File: config.mk
export PLATFORM = sky130hd
export DESIGN_NAME = pausable_countdown_timer_core
export DESIGN_NICKNAME = d
export VERILOG_FILES = /design/src/pct_pkg.sv /design/src/pausable_countdown_timer_core.sv
export SDC_FILE = /design/constraint.sdc
export NUM_CORES = 2
export LEC_CHECK = 0
export BUFFER_PORTS_ARGS = -buffer_cell sky130_fd_sc_hd__buf_2
export CAP_MARGIN = 10
export CORE_ASPECT_RATIO = 0.75
export CORE_MARGIN = 3
export CORE_UTILIZATION = 65
export DETAILED_ROUTE_END_ITERATION = 8
export GPL_ROUTABILITY_DRIVEN = 0
export GPL_TIMING_DRIVEN = 0
export PLACE_DENSITY = 0.82
export SKIP_CTS_REPAIR_TIMING = 1
export SLEW_MARGIN = 40
export SYNTH_ARGS = -nofsm -noshare
export SYNTH_HDL_FRONTEND = slang
export SYNTH_SLANG_ARGS = --single-unit
File: constraint.sdc
create_clock -name clk -period 23.8 [get_ports clk]
set_clock_uncertainty 0.1 [all_clocks]
set_input_delay 0 -clock clk [delete_from_list [all_inputs] [get_ports clk]]
set_output_delay 0 -clock clk [all_outputs]
set_load 0.03 [all_outputs]
File: src/pct_pkg.sv
// Types, codes and the duration conversion for the countdown timer.
package pct_pkg;

  // Command codes
  localparam logic [2:0] CMD_POLL    = 3'd0;
  localparam logic [2:0] CMD_START   = 3'd1;
  localparam logic [2:0] CMD_RESTART = 3'd2;
  localparam logic [2:0] CMD_PAUSE   = 3'd3;
  localparam logic [2:0] CMD_STOP    = 3'd4;
  localparam logic [2:0] CMD_INIT    = 3'd5;

  // Timer states
  localparam logic [1:0] ST_IDLE  = 2'd0;
  localparam logic [1:0] ST_RUN   = 2'd1;
  localparam logic [1:0] ST_PAUSE = 2'd2;
  localparam logic [1:0] ST_EXP   = 2'd3;

  // Time unit codes
  localparam logic [2:0] UNIT_US  = 3'd0;
  localparam logic [2:0] UNIT_MS  = 3'd1;
  localparam logic [2:0] UNIT_S   = 3'd2;
  localparam logic [2:0] UNIT_MIN = 3'd3;
  localparam logic [2:0] UNIT_H   = 3'd4;

  // Milliseconds per unit
  localparam int          SCALE_W      = 22;
  localparam logic [21:0] MS_PER_S     = 22'd1000;
  localparam logic [21:0] MS_PER_MIN   = 22'd60000;
  localparam logic [21:0] MS_PER_H     = 22'd3600000;
  localparam logic [31:0] TICK_MAX     = 32'hFFFF_FFFF;

  typedef struct packed {
    logic [2:0]  command;
    logic [31:0] duration_value;
    logic [2:0]  time_unit;
    logic        auto_restart;
    logic        tick_ms;
    logic        tick_us;
  } pct_in_t;

  typedef struct packed {
    logic [1:0]  timer_status;
    logic [31:0] time_left;
    logic        end_event;
  } pct_out_t;

  // Convert a duration to base ticks, saturating at the counter maximum.
  function automatic logic [31:0] pct_to_ticks(input logic [2:0] unit,
                                               input logic [31:0] value);
    logic [SCALE_W-1:0]    scale;
    logic [SCALE_W+31:0]   prod;
    begin
      case (unit)
        UNIT_S:   scale = MS_PER_S;
        UNIT_MIN: scale = MS_PER_MIN;
        UNIT_H:   scale = MS_PER_H;
        default:  scale = SCALE_W'(1);
      endcase
      prod = {{SCALE_W{1'b0}}, value} * {32'b0, scale};
      pct_to_ticks = (prod[SCALE_W+31:32] != '0) ? TICK_MAX : prod[31:0];
    end
  endfunction

endpackage

File: src/pausable_countdown_timer_core.sv
// Pausable countdown timer with auto-reload: one result beat per input beat.
// An accepted beat's result is registered in the output register, or in the
// skid if stalled. Throughput: one beat per cycle while in_stall is low; the
// saturating constant multiply, increment and compare are in the accept cycle.
// A two-entry output buffer (output register plus skid) keeps input open while
// one result waits. Synchronous active-low reset: idle, all counts zero.
module pausable_countdown_timer_core
  import pct_pkg::*;
(
  input  logic     clk,
  input  logic     rst_n,
  input  logic     in_valid,
  output logic     in_stall,
  input  pct_in_t  in_data,
  output logic     out_valid,
  input  logic     out_stall,
  output pct_out_t out_data
);

  // Timer state
  logic [1:0]  mode_r, mode_nxt;
  logic [31:0] dur_r, dur_nxt;
  logic        micro_r, micro_nxt;
  logic        reload_r, reload_nxt;
  logic [31:0] elapsed_r, elapsed_nxt;
  logic [31:0] paused_r, paused_nxt;

  // Output buffer
  logic        out_valid_r, out_valid_nxt;
  pct_out_t    out_data_r, out_data_nxt;
  logic        skid_valid_r, skid_valid_nxt;
  pct_out_t    skid_data_r, skid_data_nxt;

  logic        in_acc;
  logic        out_take;
  logic        tick;
  logic [31:0] elapsed_tk;
  logic [31:0] load_ticks;
  logic        load_micro;
  logic [31:0] run_left;
  pct_out_t    res;

  assign in_acc   = in_valid && !skid_valid_r;
  assign out_take = out_valid_r && !out_stall;

  // Convert the offered duration
  assign load_ticks = pct_to_ticks(in_data.time_unit, in_data.duration_value);
  assign load_micro = (in_data.time_unit == UNIT_US);

  // Advance the elapsed count on a tick of the base unit
  assign tick       = micro_r ? in_data.tick_us : in_data.tick_ms;
  assign elapsed_tk = (mode_r == ST_RUN && tick && elapsed_r != TICK_MAX) ?
                      elapsed_r + 32'd1 : elapsed_r;

  // Apply the command, then the expiry check, then form the result
  always_comb begin
    mode_nxt    = mode_r;
    dur_nxt     = dur_r;
    micro_nxt   = micro_r;
    reload_nxt  = reload_r;
    elapsed_nxt = elapsed_tk;
    paused_nxt  = paused_r;
    res         = '0;

    case (in_data.command)
      CMD_START: begin
        if (mode_r != ST_RUN) begin
          if (in_data.duration_value != '0) begin
            dur_nxt     = load_ticks;
            micro_nxt   = load_micro;
            reload_nxt  = in_data.auto_restart;
            elapsed_nxt = '0;
          end else if (mode_r == ST_PAUSE) begin
            elapsed_nxt = (paused_r >= dur_r) ? '0 : dur_r - paused_r;
          end else begin
            elapsed_nxt = '0;
          end
          mode_nxt = ST_RUN;
        end
      end
      CMD_RESTART: begin
        elapsed_nxt = '0;
        mode_nxt    = ST_RUN;
      end
      CMD_PAUSE: begin
        if (mode_r == ST_RUN) begin
          paused_nxt = (elapsed_tk >= dur_r) ? '0 : dur_r - elapsed_tk;
          mode_nxt   = ST_PAUSE;
        end
      end
      CMD_STOP: begin
        mode_nxt    = ST_IDLE;
        elapsed_nxt = '0;
        paused_nxt  = '0;
      end
      CMD_INIT: begin
        dur_nxt    = load_ticks;
        micro_nxt  = load_micro;
        reload_nxt = in_data.auto_restart;
        mode_nxt   = ST_IDLE;
      end
      default: begin
      end
    endcase

    // Expire once the elapsed count reaches the duration, or reload if enabled
    if (mode_nxt == ST_RUN && elapsed_nxt >= dur_nxt) begin
      res.end_event = 1'b1;
      if (reload_nxt) begin
        elapsed_nxt = '0;
      end else begin
        mode_nxt = ST_EXP;
      end
    end

    run_left = (elapsed_nxt >= dur_nxt) ? '0 : dur_nxt - elapsed_nxt;
    res.timer_status = mode_nxt;
    case (mode_nxt)
      ST_RUN:   res.time_left = run_left;
      ST_PAUSE: res.time_left = paused_nxt;
      ST_EXP:   res.time_left = '0;
      default:  res.time_left = dur_nxt;
    endcase
  end

  // Route the result into the output register or the skid stage
  always_comb begin
    out_valid_nxt  = out_valid_r;
    out_data_nxt   = out_data_r;
    skid_valid_nxt = skid_valid_r;
    skid_data_nxt  = skid_data_r;
    if (!out_valid_r || out_take) begin
      out_valid_nxt  = skid_valid_r || in_acc;
      out_data_nxt   = skid_valid_r ? skid_data_r : res;
      skid_valid_nxt = 1'b0;
    end else if (in_acc) begin
      skid_valid_nxt = 1'b1;
      skid_data_nxt  = res;
    end
  end

  // Hold control state, clear on reset
  always_ff @(posedge clk) begin
    if (!rst_n) begin
      mode_r       <= ST_IDLE;
      dur_r        <= '0;
      micro_r      <= 1'b0;
      reload_r     <= 1'b0;
      elapsed_r    <= '0;
      paused_r     <= '0;
      out_valid_r  <= 1'b0;
      skid_valid_r <= 1'b0;
    end else begin
      if (in_acc) begin
        mode_r    <= mode_nxt;
        dur_r     <= dur_nxt;
        micro_r   <= micro_nxt;
        reload_r  <= reload_nxt;
        elapsed_r <= elapsed_nxt;
        paused_r  <= paused_nxt;
      end
      out_valid_r  <= out_valid_nxt;
      skid_valid_r <= skid_valid_nxt;
    end
  end

  // Payload registers need no reset
  always_ff @(posedge clk) begin
    out_data_r  <= out_data_nxt;
    skid_data_r <= skid_data_nxt;
  end

  assign in_stall  = skid_valid_r;
  assign out_valid = out_valid_r;
  assign out_data  = out_data_r;

endmodule

Word-level counts from Yosys, hierarchy flattened
Index checks and enable logic that the tools add are counted.
Operators by class
  add/sub/neg operators: 4
  $mul: 1
  magnitude comparators: 4
  equal/unequal tests: 18
  muxes and demuxes: 32
  bitwise operators: 2
  reduce and logical (&&, ||, !) cells: 19
Operator list (number)
  2-to-1 mux 32 bit: 13
  one-hot mux 32 bit (2 select lines): 3
  >= comparator 32 bit: 4
  one-hot mux 32 bit (3 select lines): 1
  subtractor 32 bit: 3
  one-hot mux 22 bit (3 select lines): 1
  multiplier 32 x 22 -> 54 bit: 1
  2-to-1 mux 35 bit: 1
  adder 32 x 1 -> 32 bit (second input constant): 1
  inequality test 32 bit (second input constant): 1
  nonzero test 32 bit: 1
  nonzero test 22 bit: 1
  equality test 3 x 2 -> 1 bit (second input constant): 4
  equality test 3 bit (second input constant): 3
  2-to-1 mux 2 bit: 4
  one-hot mux 2 bit (4 select lines): 1
  equality test 2 x 1 -> 1 bit (second input constant): 3
  equality test 2 bit (second input constant): 3
  2-to-1 mux 1 bit: 6
  OR reduction 2 bit: 3
  logical AND 1 bit: 5
  inequality test 2 bit (second input constant): 2
  one-hot mux 1 bit (2 select lines): 2
  AND reduction 4 bit: 1
  8 further kinds: 12
Word-level totals
  flip-flop bits (word level): 172
  bits of input ports: 45
  output and inout port bits: 37
  logic and storage cells: 94

Longest topological paths before layout
  depth after elaboration: 15
  mapped depth: 60

Least setup slack after synthesis
OpenSTA, ideal clock, no wires.
  path type: input to register
  start: in in_data[3] (netlist name)
  end: reg out_data_r (netlist bit out_data[22]), data pin
  setup time: 0.260 ns
  data arrival time: 12.448 ns
  path slack: 10.993 ns
  stages on the path: 54
  buffers on the path: 8
  path through: nor2_1 and2_1 clkbuf_1 clkbuf_1 nand2_1 a21oi_1 ha_1 inv_1 fa_1 fa_1 inv_1 fa_1 fa_1 fa_1 inv_1 fa_1 inv_1 ha_1 [... 18 more ...] a21o_1 or3b_2 clkbuf_1 clkbuf_1 nand2_1 ha_1 nor2b_1 o311a_1 o311ai_0 nor3b_1 o21ai_0 a221oi_1 nor3_1 clkbuf_1 clkbuf_1 a21oi_1 o21ai_0 mux2_2
RTL lines
  from (decl): line pausable_countdown_timer_core.sv:14  | input pct_in_t in_data,
  to (signal assigned): line pausable_countdown_timer_core.sv:169  | out_data_r <= out_data_nxt;
  to (decl): line pausable_countdown_timer_core.sv:30  | pct_out_t out_data_r, out_data_nxt;

==> results.yml <==
min_path:
  hp-start: "in_data[2]"
  hold_class: "input pin to register"
  min_to: "reload_r$_SDFFE_PN0P_"
  hold_depth: 4
status:
  run_status: "finished with violations"
  failed_checks: "DRC"
power_and_ir_drop:
  comb_power_share_pct: 78.6
  p_sw_share_pct: 57.4
  cellLeakagePower_nw: 16.9
  p_int_mw: 1.26
  p_seq_share_pct: 11.4
  p_switching_mw: 1.70
  powerDensity_nw_per_um2: 85.8
  ir_worst_vdd_mv: 0.129
  pwr-share-clk_pct: 10.0
setup_path:
  r2r_cells: 39
  r2r-end: "out_data[17]$_DFFE_PP_"
  critPathKind: "input pin to register"
  rrSetupSlack_ps: 10890
  critPathMostFrequentCell: "clkbuf_1"
  crit_path_max_fanout: 10
  required_ps: 24040
  end_kind: "register"
  crit_slowest_cell: "o311ai_1"
  start_kind: "input pin"
  critPathMaxStageDelay_ps: 710
  worstPathArrival_ps: 18800
  r2r-start: "dur_r[0]$_SDFFE_PN0P_"
routing:
  drt-initial-drc-count: 4800
  dr_total_vias: 30300
  wl_per_cell_um: 23.3
  drtPass1Iterations: 9
  vias_per_cell: 6.57
  antenna_left: 0
  drc: 23
  routed_wl_mm: 108
place:
  io_buffers: 78
  dp_hpwl_mm: 90.5
floorplanning:
  ioPinCount: 82
  start_util_pct: 66.3
  rows: 70
  die_w_um: 265
  die-area_um2: 52900
  die_y_um: 200
  coreArea_um2: 49100
layout:
  regArea_um2: 4140
  multiInputGateArea_um2: 25200
  nets: 4810
  area_growth_pct: 5.91
  drive_above_1_share_pct: 6.48
  n_fill_cell: 3828
synth:
  synth_edf_count: 70
  ys_seq_area_share_pct: 12.7
  synth_flop_cell: "dfxtp_1"
  synthDistinctLibCells: 96
  yosysWarnings: 0
  synth_area_um2: 32600
  synthArstFlopShare_pct: 0
  postSynthNetCount: 4706
  avgSynthCellArea_um2: 8.47
  synth-seq-cells: 172
  syn_inst: 3849
job:
  drv_cap: 0
global_route:
  first_global_vias: 28900
  antenna_found_initial: 1
  grt_max_degree: 39
  grt_overflow: 0
  grt_pass1_wl_mm: 164
  track_usage_pct: 40.7
timing:
  hold_viol: 0
  rsz0062_at_grt: "no"
  post-route-period-util_pct: 78.0
  fin_crit_ps: 18560
  holdWs_ps: 63.3
  tightestPinTransition_ps: 1010
  finalSetupTns_ps: 0
  maxSlewViolCount: 0
  setup_viol: 0
  max_freq_ghz: 0.0539
  relSlewSlack_pct: 32.8
clocking:
  clock_sinks: 172
  cts_tree: "done"
  insertion_delay_ps: 470
  cts_buffers: 17
  clk_pin_slew_ps: 70
  clock_path_buffers: 2
  htree_levels: 4
  cts-root-buf: "clkbuf_16"
kinds of logic (layout without fill, tap and decap cells):
logic type               count (synthesis)  in the layout  share of synthesized area [%]
AO/OA/AOI/OAI                          831            831                           17.1
XOR/XNOR                               156            156                           4.19
adder cells (fa/ha/maj)                812            812                           40.4
buffers and inverters                  868            985                           10.1
flip-flops                             172            172                           12.7
multiplexers                            36             36                           1.22
other                                    0              3                              0
AND/OR/NAND/NOR                        974            974                           14.2
critical path: cells and delay by family:
kind | cells | cell delay (ps)
muxes | 1 | 260
AOI/OAI and AO/OA | 16 | 4910
adders and majority gates | 10 | 4240
buffers and inverters | 16 | 5460
xor gates and xnor gates | 1 | 190
and+or+nand+nor | 13 | 3680
worst max path at each step:
stage,start,endpoint,cells past startpoint
CTS,in_data[3],out_data[22]$_DFFE_PP_,55
global route,in_data[4],out_data[17]$_DFFE_PP_,57
floorplan,in_data[3],out_data[22]$_DFFE_PP_,54
detailed placement,in_data[3],out_data[22]$_DFFE_PP_,55
global placement,in_data[4],out_data[22]$_DFFE_PP_,55
finish,in_data[4],out_data[17]$_DFFE_PP_,57
synth_stat cells, drive strengths merged (15+ instances only):
master	number	area, µm²
nand4	57	378
nand3	50	255
a31oi	24	150
nand2b	23	144
o21bai	15	116
a22oi	21	158
nor3	45	225
clkbuf	114	428
a22o	28	245
a211oi	24	185
nor2	277	1050
o31ai	21	158
o21a	37	278
or2	24	150
dfxtp	102	2040
or3	15	93.8
a221oi	23	201
o21ai	156	792
a21o	55	413
edfxtp	70	2100
mux2	30	338
ha	411	5140
nand2	310	1170
fa	401	8030
and2	55	344
o22ai	37	238
a41o	15	150
and3	42	263
xor2	58	508
buf	31	160
o211ai	23	178
nor2b	17	106
inv	721	2710
nor4	26	175
xnor2	98	858
a21oi	235	1190
flip-flops by register name, summed over array words and instances, names as in the netlist:
signal / count
skid_data_r: 35
elapsed_r: 32
in_stall: 1
paused_r: 32
mode_r: 2
reload_r: 1
out_valid: 1
micro_r: 1
dur_r: 32
out_data: 35
power by group through the flow:
stage	Clock [mW]	Sequential [mW]	Combinational [mW]
after floorplan	0	0.363	1.58
after global placement	0	0.343	2.17
after detailed placement	0	0.344	2.21
after CTS	0.294	0.337	2.23
after global routing	0.306	0.339	2.53
final	0.297	0.338	2.33
metrics by stage:
step           instance area (µm²)  utilization (%)  total power, mW  worst slack (ps)  std cells
3_3_place_gp                 33800             68.8             2.52              6460       4575
5_1_grt                      34500             70.2             3.18              5210       4614
6_report                     34500             70.3             2.96              5240       4617
3_5_place_dp                 33900             68.9             2.56              6290       4578
4_1_cts                      34500             70.2             2.86              6710       4610
2_1_floorplan                32600                -             1.94             10990       3849
metal layers:
layer  vias up  global-route usage, %  part of all wire, %
met2      2424                   54.5                   38
met3       448                   19.2                   18
met4         4                   13.9                  4.5
met5         -                  0.697                0.064
li1      13200                      -                    -
met1     14300                   57.5                   40
placed cells by master, fill, tap and decap left out, drive strengths merged, types with 55 or more instances in the layout:
cell type    n
a21o        55
a21oi      235
and2        55
buf        112
clkbuf     132
dfxtp      102
edfxtp      70
fa         401
ha         411
inv        730
nand2      310
nand4       57
nor2       277
o21ai      156
xnor2       98
xor2        58
layout make-up:
class	count	share of cell area [%]
Multi-Input combinational cell	2809	73.0
Tap cell	648	2.35
Inverter	723	7.86
Buffer	145	1.71
Clock inverter	15	0.504
Sequential cell	172	12.0
Clock buffer	17	1.23
Antenna cell	3	0.0217
Timing Repair Buffer	85	1.31
(Power assumes the default switching activity.)
